## src/rtl/fpfa_pkg.sv

```systemverilog
package fpfa_pkg;

    // default geometry of the partition table
    localparam int DEF_BLOCKS    = 16;
    localparam int DEF_SIZE_BITS = 16;

    // fixed widths of the item and result fields
    localparam int KIND_W  = 2;
    localparam int SLOT_W  = 4;
    localparam int REQ_W   = 16;
    localparam int FREE_W  = 20;
    localparam int CNT_W   = 16;
    localparam int PADDR_W = 3;
    localparam int PDATA_W = 32;

    localparam logic [FREE_W-1:0] FREE_MAX = {FREE_W{1'b1}};
    localparam logic [CNT_W-1:0]  CNT_MAX  = {CNT_W{1'b1}};

    // item kinds
    localparam logic [KIND_W-1:0] KIND_CLEAR = 2'd0;
    localparam logic [KIND_W-1:0] KIND_LOAD  = 2'd1;
    localparam logic [KIND_W-1:0] KIND_ALLOC = 2'd2;

    // fit policies, the unused code behaves as first fit
    localparam logic [1:0] POL_FIRST = 2'd0;
    localparam logic [1:0] POL_BEST  = 2'd1;
    localparam logic [1:0] POL_WORST = 2'd2;

    // register index taken from paddr[2]
    localparam logic REG_FIT_POLICY = 1'b0;

    // partition table access for one cycle
    typedef struct packed {
        logic rd_en;
        logic wr_en;
        logic clear;
    } t_mem_ctl;

    // statistics update for one finished item
    typedef struct packed {
        logic upd;
        logic clear;
        logic load;
        logic load_repl;
        logic alloc_ok;
        logic alloc_fail;
    } t_stat_ctl;

endpackage

```

## src/rtl/fpfa_regs.sv

```systemverilog
module fpfa_regs
    import fpfa_pkg::*;
(
    input  logic               i_clk,
    input  logic               i_rst_n,
    input  logic               psel,
    input  logic               penable,
    input  logic               pwrite,
    input  logic [PADDR_W-1:0] paddr,
    input  logic [PDATA_W-1:0] pwdata,
    output logic [PDATA_W-1:0] prdata,
    output logic               pready,
    output logic [1:0]         o_fit_policy
);

    logic       w_wr_fire;
    logic [1:0] r_policy;

    assign pready    = 1'b1;
    assign w_wr_fire = psel && penable && pwrite && pready;

    // policy register write
    always_ff @(posedge i_clk) begin
        if (!i_rst_n) begin
            r_policy <= POL_FIRST;
        end else if (w_wr_fire && (paddr[2] == REG_FIT_POLICY)) begin
            r_policy <= pwdata[1:0];
        end
    end

    // read back, offsets with paddr[2] set read as zero
    always_comb begin
        prdata = '0;
        if (paddr[2] == REG_FIT_POLICY) begin
            prdata = PDATA_W'(r_policy);
        end
    end

    assign o_fit_policy = r_policy;

endmodule

```

## src/rtl/fpfa_mem.sv

```systemverilog
module fpfa_mem
    import fpfa_pkg::*;
#(
    parameter int BLOCKS    = DEF_BLOCKS,
    parameter int SIZE_BITS = DEF_SIZE_BITS,
    parameter int AW        = $clog2(BLOCKS)
) (
    input  logic                 i_clk,
    input  logic                 i_rst_n,
    input  t_mem_ctl             i_ctl,
    input  logic [AW-1:0]        i_rd_addr,
    input  logic [AW-1:0]        i_wr_addr,
    input  logic [SIZE_BITS-1:0] i_wr_data,
    output logic [SIZE_BITS-1:0] o_rd_data,
    output logic                 o_rd_valid
);

    logic [SIZE_BITS-1:0] r_mem [BLOCKS];
    logic [SIZE_BITS-1:0] r_rd_data;
    logic [BLOCKS-1:0]    r_valid;
    logic                 r_rd_valid;

    // remaining sizes, one write and one registered read per cycle
    always_ff @(posedge i_clk) begin
        if (i_ctl.wr_en) begin
            r_mem[i_wr_addr] <= i_wr_data;
        end
        if (i_ctl.rd_en) begin
            r_rd_data <= r_mem[i_rd_addr];
        end
    end

    // per-partition valid bits, an invalid entry is never chosen
    always_ff @(posedge i_clk) begin
        if (!i_rst_n) begin
            r_valid    <= '0;
            r_rd_valid <= 1'b0;
        end else begin
            if (i_ctl.clear) begin
                r_valid <= '0;
            end else if (i_ctl.wr_en) begin
                r_valid[i_wr_addr] <= 1'b1;
            end
            if (i_ctl.rd_en) begin
                r_rd_valid <= r_valid[i_rd_addr];
            end
        end
    end

    assign o_rd_data  = r_rd_data;
    assign o_rd_valid = r_rd_valid;

endmodule

```

## src/rtl/fpfa_stats.sv

```systemverilog
module fpfa_stats
    import fpfa_pkg::*;
#(
    parameter int BLOCKS    = DEF_BLOCKS,
    parameter int SIZE_BITS = DEF_SIZE_BITS
) (
    input  logic                 i_clk,
    input  logic                 i_rst_n,
    input  t_stat_ctl            i_ctl,
    input  logic [SIZE_BITS-1:0] i_size,
    input  logic [SIZE_BITS-1:0] i_old,
    output logic [FREE_W-1:0]    o_free_total_kb,
    output logic [CNT_W-1:0]     o_failed_count,
    output logic                 o_external_frag
);

    // exact free space never exceeds BLOCKS full partitions
    localparam int SUM_W = SIZE_BITS + $clog2(BLOCKS);
    localparam int SAT_W = SUM_W + FREE_W;
    localparam int CMP_W = SUM_W + SIZE_BITS;

    logic [SUM_W-1:0]     r_sum, n_sum;
    logic [CNT_W-1:0]     r_fail, n_fail;
    logic [SIZE_BITS-1:0] r_small, n_small;
    logic                 r_any, n_any;
    logic [FREE_W-1:0]    r_free, n_free;
    logic                 r_frag, n_frag;
    logic [SAT_W-1:0]     w_sum_sat;
    logic [SUM_W-1:0]     w_sub_old;

    assign w_sub_old = i_ctl.load_repl ? SUM_W'(i_old) : '0;

    // next statistics for the finishing item
    always_comb begin
        n_sum   = r_sum;
        n_fail  = r_fail;
        n_small = r_small;
        n_any   = r_any;
        if (i_ctl.clear) begin
            n_sum   = '0;
            n_fail  = '0;
            n_small = '1;
            n_any   = 1'b0;
        end else if (i_ctl.load) begin
            n_sum = r_sum - w_sub_old + SUM_W'(i_size);
        end else if (i_ctl.alloc_ok) begin
            n_sum = r_sum - SUM_W'(i_size);
        end else if (i_ctl.alloc_fail) begin
            if (r_fail != CNT_MAX) begin
                n_fail = r_fail + 1'b1;
            end
            if (!r_any || (i_size < r_small)) begin
                n_small = i_size;
            end
            n_any = 1'b1;
        end
    end

    // saturated total and fragmentation flag from the exact sum
    always_comb begin
        w_sum_sat = SAT_W'(n_sum);
        if (w_sum_sat > SAT_W'(FREE_MAX)) begin
            n_free = FREE_MAX;
        end else begin
            n_free = w_sum_sat[FREE_W-1:0];
        end
        n_frag = n_any && (CMP_W'(n_small) <= CMP_W'(n_sum));
    end

    always_ff @(posedge i_clk) begin
        if (!i_rst_n) begin
            r_sum   <= '0;
            r_fail  <= '0;
            r_small <= '1;
            r_any   <= 1'b0;
            r_free  <= '0;
            r_frag  <= 1'b0;
        end else if (i_ctl.upd) begin
            r_sum   <= n_sum;
            r_fail  <= n_fail;
            r_small <= n_small;
            r_any   <= n_any;
            r_free  <= n_free;
            r_frag  <= n_frag;
        end
    end

    assign o_free_total_kb = r_free;
    assign o_failed_count  = r_fail;
    assign o_external_frag = r_frag;

endmodule

```

## src/rtl/fixed_partition_fit_allocator.sv

```systemverilog
// allocate: the table is scanned one read per cycle, then the chosen entry is written back
// clear, load and unused kinds: no scan (a load reads its entry, then write-back)
// one item at a time: the next transfer in waits until the write-back is done
// the write-back, and so the result, waits while the previous result is not yet taken
// synchronous active-low reset clears valid bits, statistics and fit policy;
// the size memory itself is not swept, invalid entries are never read as free space
module fixed_partition_fit_allocator
    import fpfa_pkg::*;
#(
    parameter int BLOCKS    = DEF_BLOCKS,
    parameter int SIZE_BITS = DEF_SIZE_BITS
) (
    input  logic               i_clk,
    input  logic               i_rst_n,
    input  logic               psel,
    input  logic               penable,
    input  logic               pwrite,
    input  logic [PADDR_W-1:0] paddr,
    input  logic [PDATA_W-1:0] pwdata,
    output logic [PDATA_W-1:0] prdata,
    output logic               pready,
    input  logic               i_valid,
    output logic               o_ready,
    input  logic [KIND_W-1:0]  i_kind,
    input  logic [SLOT_W-1:0]  i_block_slot,
    input  logic [REQ_W-1:0]   i_size_kb,
    output logic               o_valid,
    input  logic               i_ready,
    output logic               o_allocated,
    output logic [SLOT_W-1:0]  o_block_index,
    output logic [REQ_W-1:0]   o_leftover_kb,
    output logic [FREE_W-1:0]  o_free_total_kb,
    output logic [CNT_W-1:0]   o_failed_count,
    output logic               o_external_frag
);

    localparam int AW = $clog2(BLOCKS);
    localparam logic [AW-1:0] LAST = AW'(BLOCKS - 1);

    localparam logic [1:0] S_IDLE = 2'd0;
    localparam logic [1:0] S_SCAN = 2'd1;
    localparam logic [1:0] S_WB   = 2'd2;

    logic [1:0]           r_state, n_state;
    logic [KIND_W-1:0]    r_kind;
    logic [SIZE_BITS-1:0] r_size;
    logic [AW-1:0]        r_slot;
    logic                 r_slot_ok;
    logic [AW-1:0]        r_cmp;
    logic                 r_found;
    logic [AW-1:0]        r_best;
    logic [SIZE_BITS-1:0] r_best_val;
    logic                 r_o_valid;
    logic                 r_o_alloc;
    logic [SLOT_W-1:0]    r_o_index;
    logic [REQ_W-1:0]     r_o_left;

    logic [1:0]           w_policy;
    logic                 w_accept;
    logic                 w_out_free;
    logic                 w_finish;
    logic                 w_fits;
    logic                 w_take;
    logic                 w_slot_ok;
    logic [31:0]          w_slot_wide;
    logic [AW+SLOT_W-1:0] w_slot_ext;
    logic [SIZE_BITS+REQ_W-1:0] w_size_ext;
    logic [SIZE_BITS-1:0] w_req;
    logic [SIZE_BITS-1:0] w_left;
    logic [SIZE_BITS+REQ_W-1:0] w_left_ext;
    logic [AW+SLOT_W-1:0] w_best_ext;
    logic                 w_is_alloc;

    t_mem_ctl             w_mem_ctl;
    logic [AW-1:0]        w_rd_addr;
    logic [AW-1:0]        w_wr_addr;
    logic [SIZE_BITS-1:0] w_wr_data;
    logic [SIZE_BITS-1:0] w_rd_data;
    logic                 w_rd_valid;
    t_stat_ctl            w_stat_ctl;

    fpfa_regs u_regs (
        .i_clk        (i_clk),
        .i_rst_n      (i_rst_n),
        .psel         (psel),
        .penable      (penable),
        .pwrite       (pwrite),
        .paddr        (paddr),
        .pwdata       (pwdata),
        .prdata       (prdata),
        .pready       (pready),
        .o_fit_policy (w_policy)
    );

    fpfa_mem #(
        .BLOCKS    (BLOCKS),
        .SIZE_BITS (SIZE_BITS),
        .AW        (AW)
    ) u_mem (
        .i_clk      (i_clk),
        .i_rst_n    (i_rst_n),
        .i_ctl      (w_mem_ctl),
        .i_rd_addr  (w_rd_addr),
        .i_wr_addr  (w_wr_addr),
        .i_wr_data  (w_wr_data),
        .o_rd_data  (w_rd_data),
        .o_rd_valid (w_rd_valid)
    );

    fpfa_stats #(
        .BLOCKS    (BLOCKS),
        .SIZE_BITS (SIZE_BITS)
    ) u_stats (
        .i_clk           (i_clk),
        .i_rst_n         (i_rst_n),
        .i_ctl           (w_stat_ctl),
        .i_size          (r_size),
        .i_old           (w_rd_data),
        .o_free_total_kb (o_free_total_kb),
        .o_failed_count  (o_failed_count),
        .o_external_frag (o_external_frag)
    );

    // input transfer and field conditioning
    assign o_ready     = (r_state == S_IDLE);
    assign w_accept    = i_valid && o_ready;
    assign w_slot_wide = 32'(i_block_slot);
    assign w_slot_ok   = (w_slot_wide < 32'(BLOCKS));
    assign w_slot_ext  = (AW + SLOT_W)'(i_block_slot);
    assign w_size_ext  = (SIZE_BITS + REQ_W)'(i_size_kb);
    assign w_req       = w_size_ext[SIZE_BITS-1:0];

    // the write-back waits until the output register can take the result
    assign w_out_free = !r_o_valid || i_ready;
    assign w_finish   = (r_state == S_WB) && w_out_free;
    assign w_is_alloc = (r_kind == KIND_ALLOC);

    // scan compare against the entry read last cycle
    assign w_fits = w_rd_valid && (w_rd_data >= r_size);
    always_comb begin
        w_take = 1'b0;
        if (w_fits) begin
            if (!r_found) begin
                w_take = 1'b1;
            end else if (w_policy == POL_BEST) begin
                w_take = (w_rd_data < r_best_val);
            end else if (w_policy == POL_WORST) begin
                w_take = (w_rd_data > r_best_val);
            end
        end
    end

    assign w_left     = r_best_val - r_size;
    assign w_left_ext = (SIZE_BITS + REQ_W)'(w_left);
    assign w_best_ext = (AW + SLOT_W)'(r_best);

    // table access: one read per cycle while scanning, write-back at the end
    always_comb begin
        w_mem_ctl = '0;
        w_rd_addr = r_cmp + 1'b1;
        w_wr_addr = r_slot;
        w_wr_data = r_size;
        if (r_state == S_IDLE) begin
            w_mem_ctl.rd_en = w_accept && ((i_kind == KIND_ALLOC)
                              || ((i_kind == KIND_LOAD) && w_slot_ok));
            w_rd_addr = (i_kind == KIND_ALLOC) ? '0 : w_slot_ext[AW-1:0];
        end else if (r_state == S_SCAN) begin
            w_mem_ctl.rd_en = (r_cmp != LAST);
        end
        if (w_finish) begin
            w_mem_ctl.clear = (r_kind == KIND_CLEAR);
            if ((r_kind == KIND_LOAD) && r_slot_ok) begin
                w_mem_ctl.wr_en = 1'b1;
            end else if (w_is_alloc && r_found) begin
                w_mem_ctl.wr_en = 1'b1;
                w_wr_addr       = r_best;
                w_wr_data       = w_left;
            end
        end
    end

    // statistics update travels with the result
    always_comb begin
        w_stat_ctl            = '0;
        w_stat_ctl.upd        = w_finish;
        w_stat_ctl.clear      = (r_kind == KIND_CLEAR);
        w_stat_ctl.load       = (r_kind == KIND_LOAD) && r_slot_ok;
        w_stat_ctl.load_repl  = w_rd_valid;
        w_stat_ctl.alloc_ok   = w_is_alloc && r_found;
        w_stat_ctl.alloc_fail = w_is_alloc && !r_found;
    end

    // sequencer
    always_comb begin
        n_state = r_state;
        case (r_state)
            S_IDLE: begin
                if (w_accept) begin
                    n_state = (i_kind == KIND_ALLOC) ? S_SCAN : S_WB;
                end
            end
            S_SCAN: begin
                if (r_cmp == LAST) begin
                    n_state = S_WB;
                end
            end
            S_WB: begin
                if (w_out_free) begin
                    n_state = S_IDLE;
                end
            end
            default: begin
                n_state = S_IDLE;
            end
        endcase
    end

    always_ff @(posedge i_clk) begin
        if (!i_rst_n) begin
            r_state <= S_IDLE;
            r_found <= 1'b0;
            r_cmp   <= '0;
        end else begin
            r_state <= n_state;
            if (w_accept) begin
                r_found <= 1'b0;
                r_cmp   <= '0;
            end else if (r_state == S_SCAN) begin
                r_cmp <= r_cmp + 1'b1;
                if (w_take) begin
                    r_found <= 1'b1;
                end
            end
        end
    end

    // item fields and current candidate
    always_ff @(posedge i_clk) begin
        if (w_accept) begin
            r_kind    <= i_kind;
            r_size    <= w_req;
            r_slot    <= w_slot_ext[AW-1:0];
            r_slot_ok <= w_slot_ok;
        end
        if ((r_state == S_SCAN) && w_take) begin
            r_best     <= r_cmp;
            r_best_val <= w_rd_data;
        end
    end

    // output register
    always_ff @(posedge i_clk) begin
        if (!i_rst_n) begin
            r_o_valid <= 1'b0;
        end else if (w_finish) begin
            r_o_valid <= 1'b1;
        end else if (i_ready) begin
            r_o_valid <= 1'b0;
        end
    end

    always_ff @(posedge i_clk) begin
        if (w_finish) begin
            r_o_alloc <= w_is_alloc && r_found;
            r_o_index <= (w_is_alloc && r_found) ? w_best_ext[SLOT_W-1:0] : '0;
            r_o_left  <= (w_is_alloc && r_found) ? w_left_ext[REQ_W-1:0] : '0;
        end
    end

    assign o_valid       = r_o_valid;
    assign o_allocated   = r_o_alloc;
    assign o_block_index = r_o_index;
    assign o_leftover_kb = r_o_left;

    // a new result only comes out of the write-back step
    a_result_from_wb: assert property (@(posedge i_clk) disable iff (!i_rst_n)
        $rose(o_valid) |-> $past(r_state) == S_WB)
        else $error("result appeared without a write-back");

    // a result is never overwritten while it waits
    a_result_held: assert property (@(posedge i_clk) disable iff (!i_rst_n)
        (o_valid && !i_ready) |-> !w_finish)
        else $error("write-back while result still pending");

    // the chosen block is a valid partition that holds the request
    a_choice_fits: assert property (@(posedge i_clk) disable iff (!i_rst_n)
        (r_state == S_SCAN && w_take) |-> (w_rd_valid && w_rd_data >= r_size))
        else $error("scan picked a block that does not fit");

    // the scan pointer stays inside the table
    a_scan_range: assert property (@(posedge i_clk) disable iff (!i_rst_n)
        (r_state == S_SCAN) |-> (32'(r_cmp) < 32'(BLOCKS)))
        else $error("scan pointer beyond the table");

    // a taken item always leaves the idle state
    a_accept_busy: assert property (@(posedge i_clk) disable iff (!i_rst_n)
        w_accept |=> (r_state != S_IDLE))
        else $error("item transfer without work");

endmodule
```

## config.mk

```make
export PLATFORM = sky130hd
export DESIGN_NAME = fixed_partition_fit_allocator
export DESIGN_NICKNAME = d
export VERILOG_FILES = /design/src/rtl/fpfa_pkg.sv /design/src/rtl/fpfa_regs.sv /design/src/rtl/fpfa_mem.sv /design/src/rtl/fpfa_stats.sv /design/src/rtl/fixed_partition_fit_allocator.sv
export SDC_FILE = /design/constraint.sdc
export NUM_CORES = 1
export LEC_CHECK = 0
export BUFFER_PORTS_ARGS = -buffer_cell sky130_fd_sc_hd__buf_2
export CAP_MARGIN = 20
export CORE_ASPECT_RATIO = 2
export CORE_UTILIZATION = 65
export CTS_CLUSTER_DIAMETER = 60
export DETAILED_ROUTE_END_ITERATION = 6
export GPL_TIMING_DRIVEN = 0
export HOLD_SLACK_MARGIN = 0.15
export PLACE_DENSITY_LB_ADDON = 0.15
export SLEW_MARGIN = 10
export SYNTH_ARGS = -nofsm -noshare
export SYNTH_HDL_FRONTEND = slang
export SYNTH_HIERARCHICAL = 1
export SYNTH_SLANG_ARGS = --single-unit
```

## constraint.sdc

```tcl
create_clock -name i_clk -period 6.6 [get_ports i_clk]
set_clock_uncertainty 0.2 [all_clocks]
set_input_delay 1.32 -clock i_clk [delete_from_list [all_inputs] [get_ports i_clk]]
set_output_delay 1.32 -clock i_clk [all_outputs]
set_load 0.02 [all_outputs]
```

==> out/qor.yml <==
synth_common_cells: "335 x edfxtp_1, 132 x inv_1, 120 x nand2_1"
synth_edf_count: 335
layout-area-overhead-vs-synth_pct: 13.0
ys_seq_elements: 416
overflow: 0
chipHeight_um: 259
holdBufCountCts: 0
power_density_mw_per_mm2: 253
ys_seq_area_share_pct: 54.4
peakVddDrop_mv: 0.321
ant_nets: 0
tns_ns: 0
drt_first_pass_iters: 6
fin_nets: 2081
critPathLaunchType: "flop"
fin_crit_ns: 6.06
grt_pass1_vias: 15900
clkLatencyLatePin_ns: 0.56
synth_top_area_share_pct: 46.9
slew_violations: 0
grt_use_total_pct: 40.0
fin_worst_hold_slack_ns: 0.252
maxCapViolCount: 0
drt_iter0_drc: 1163
die_w_um: 131
hpwl_um: 46500
rows: 93
rsz0062_at_grt: "no"
crit_type: "reg -> reg"
cts_setup_buffers: 0
cts-buffers-inserted: 36
hold_viol: 0
vias: 15300
cts_resized: 0
grt_max_degree: 24
critPathMaxFanout: 5
antenna_found_initial: 1
wl_per_cell_um: 27.9
synth_most_common_cell: "edfxtp_1"
leakage_nw: 9.38
syn_inst: 1683
synth_ff_type: "edfxtp_1"
syn_area_per_cell_sq_um: 12.8
period_share_pct: 91.8
n_antenna_cell: 0
port_buffers: 93
slew_headroom_pct: 18.2
dieArea_sq_mm: 0.0338
initial_core_util_pct: 66.4
layout-drive-gt1-share_pct: 19.0
tightest_slew_ns: 1.21
wl_um: 65000
grt_pass1_wl_um: 94500
status: "completed"
syn_area_sq_mm: 0.0215
fmax_mhz: 165
ys_types: 89
vias_per_cell: 6.54
yosys_warnings: 6
max_stage_delay_ns: 0.56
synth_largest_area_cell: "edfxtp_1"
clk_pin_slew_ns: 0.07
drc: 0
worst_setup_path_end_kind: "flop"
clockRootBuffer: "clkbuf_16"
cp.arrival_ns: 6.27
hp-class: "reg -> reg"
crit_chain: "inv_1 > fa_1 > inv_1 > ha_1 > a211oi_1 > o21ai_0 > a31o_2 > a21oi_1 > o21ai_0 > xor2_1 > nand2_1 > a21o_1 > ha_1 > nand4_1 > nor3_1 > a211oi_1 > a31oi_1 > o21a_1 > a41oi_2"
cts_tree: "built"
synth_area_leaders: "edfxtp_1 47%, mux4_2 8.6%, dfxtp_1 7.6%, ha_1 6.9%, inv_1 2.3%"
clock_sinks: 416
n_fill_cell: 2109
finalSetupViolCount: 0
cp_data_required_time_ns: 6.81
cts_buffer_depth: 3
synth-async-reset-ratio_pct: 0
htreeDepth: 2
cpMaxStageDelayCell: "o21ai_0"
core_sq_mm: 0.0323
gp_congestion: 0.976
ioPinCount: 157
==> worst paths after layout <==
path / start / to / slack (ns) / cells past startpoint
worst max-delay path: r_size[1] / u_stats/o_external_frag / 0.54 / 19
worst min-delay path: r_cmp[2] / r_best[2] / 0.25 / 0
worst max register to register: r_size[1] / u_stats/o_external_frag / 0.54 / 19
worst min register to register: r_cmp[2] / r_best[2] / 0.25 / 0
==> report_power, final <==
group | leakage, nW | internal, mW | switching [mW]
Clock | 0.594 | 1.23 | 0.988
Sequential | 3.71 | 2.88 | 0.0414
Combinational | 5.07 | 0.377 | 0.612
==> through the flow <==
step / power [mW] / instance area [sq um] / utilization (%) / setup WS, ns / instances
global placement: 3.89 / 22600 / 69.8 / 0.297 / 2232
detailed placement: 3.91 / 23000 / 71.0 / 0.671 / 2265
floorplan: 3.62 / 21600 / - / 2.26 / 1712
finish: 6.13 / 24300 / 75.0 / 0.542 / 2334
global route: 6.32 / 24300 / 75.0 / 0.291 / 2334
CTS: 6.11 / 24200 / 74.8 / 0.651 / 2330
==> state kept, by name, summed over array words and instances, names as in the netlist, 2 cells and up <==
register and count:
u_stats/o_failed_count 16, u_mem/r_mem 256, r_cmp 4, o_block_index 4, r_kind 2, r_best_val 16
u_stats/o_free_total_kb 20, u_mem/o_rd_data 16, u_stats/r_small 16, u_mem/r_valid 16, o_leftover_kb 16, u_regs/o_fit_policy 2
r_size 16, r_state 2, r_slot 4, r_best 4
==> per-layer routing <==
metal / up-vias / share of wire [%] / global-route usage (%)
met5: - / 0.038 / 0
met3: 345 / 6.4 / 8.16
met1: 7430 / 31 / 37.7
li1: 6658 / - / -
met4: 2 / 11 / 38.6
met2: 830 / 52 / 69.5
==> cell families after synthesis <==
family	Yosys count	share of synthesized area, %
fa+ha+maj	137	8.61
xor+xnor	54	2.24
buf+inv	225	4.72
mux	107	9.80
simple gates	405	9.32
other cells	2	0.0350
compound gates	337	10.9
flops	416	54.4
==> critical path, delay by kind of cell, from the launching register on <==
family,cells,cell delay (ns)
xor gates and xnor gates,1,0.21
DFF,1,0.49
AOI/OAI and AO/OA,10,2.95
buffers and inverters,2,0.25
and+or+nand+nor,3,0.66
adders and majority gates,3,1.16
==> area by class of cell <==
| class | count | area [sq um] | share of cell area [%] |
|---|---|---|---|
| plain buffers | 91 | 510 | 2.10 |
| multi-input cells | 1071 | 8960 | 36.9 |
| well taps | 427 | 534 | 2.20 |
| flip-flops and latches | 416 | 11700 | 48.1 |
| clock inverters | 26 | 297 | 1.22 |
| inverters | 134 | 503 | 2.07 |
| clock buffers | 39 | 933 | 3.85 |
| repair buffers | 130 | 850 | 3.50 |
==> cells in the final DEF, fill, tap and decap left out, types with 31 or more instances in the layout <==
cell type,instances
a21oi_1,75
buf_2,108
buf_4,48
clkbuf_1,41
clkbuf_16,37
conb_1,31
dfxtp_1,81
edfxtp_1,335
ha_1,119
inv_1,132
mux4_2,82
nand2_1,120
nand3_1,37
nor2_1,83
o211ai_1,36
o21ai_0,56
xor2_1,31
No activity file was read; power rests on OpenSTA's default activity.
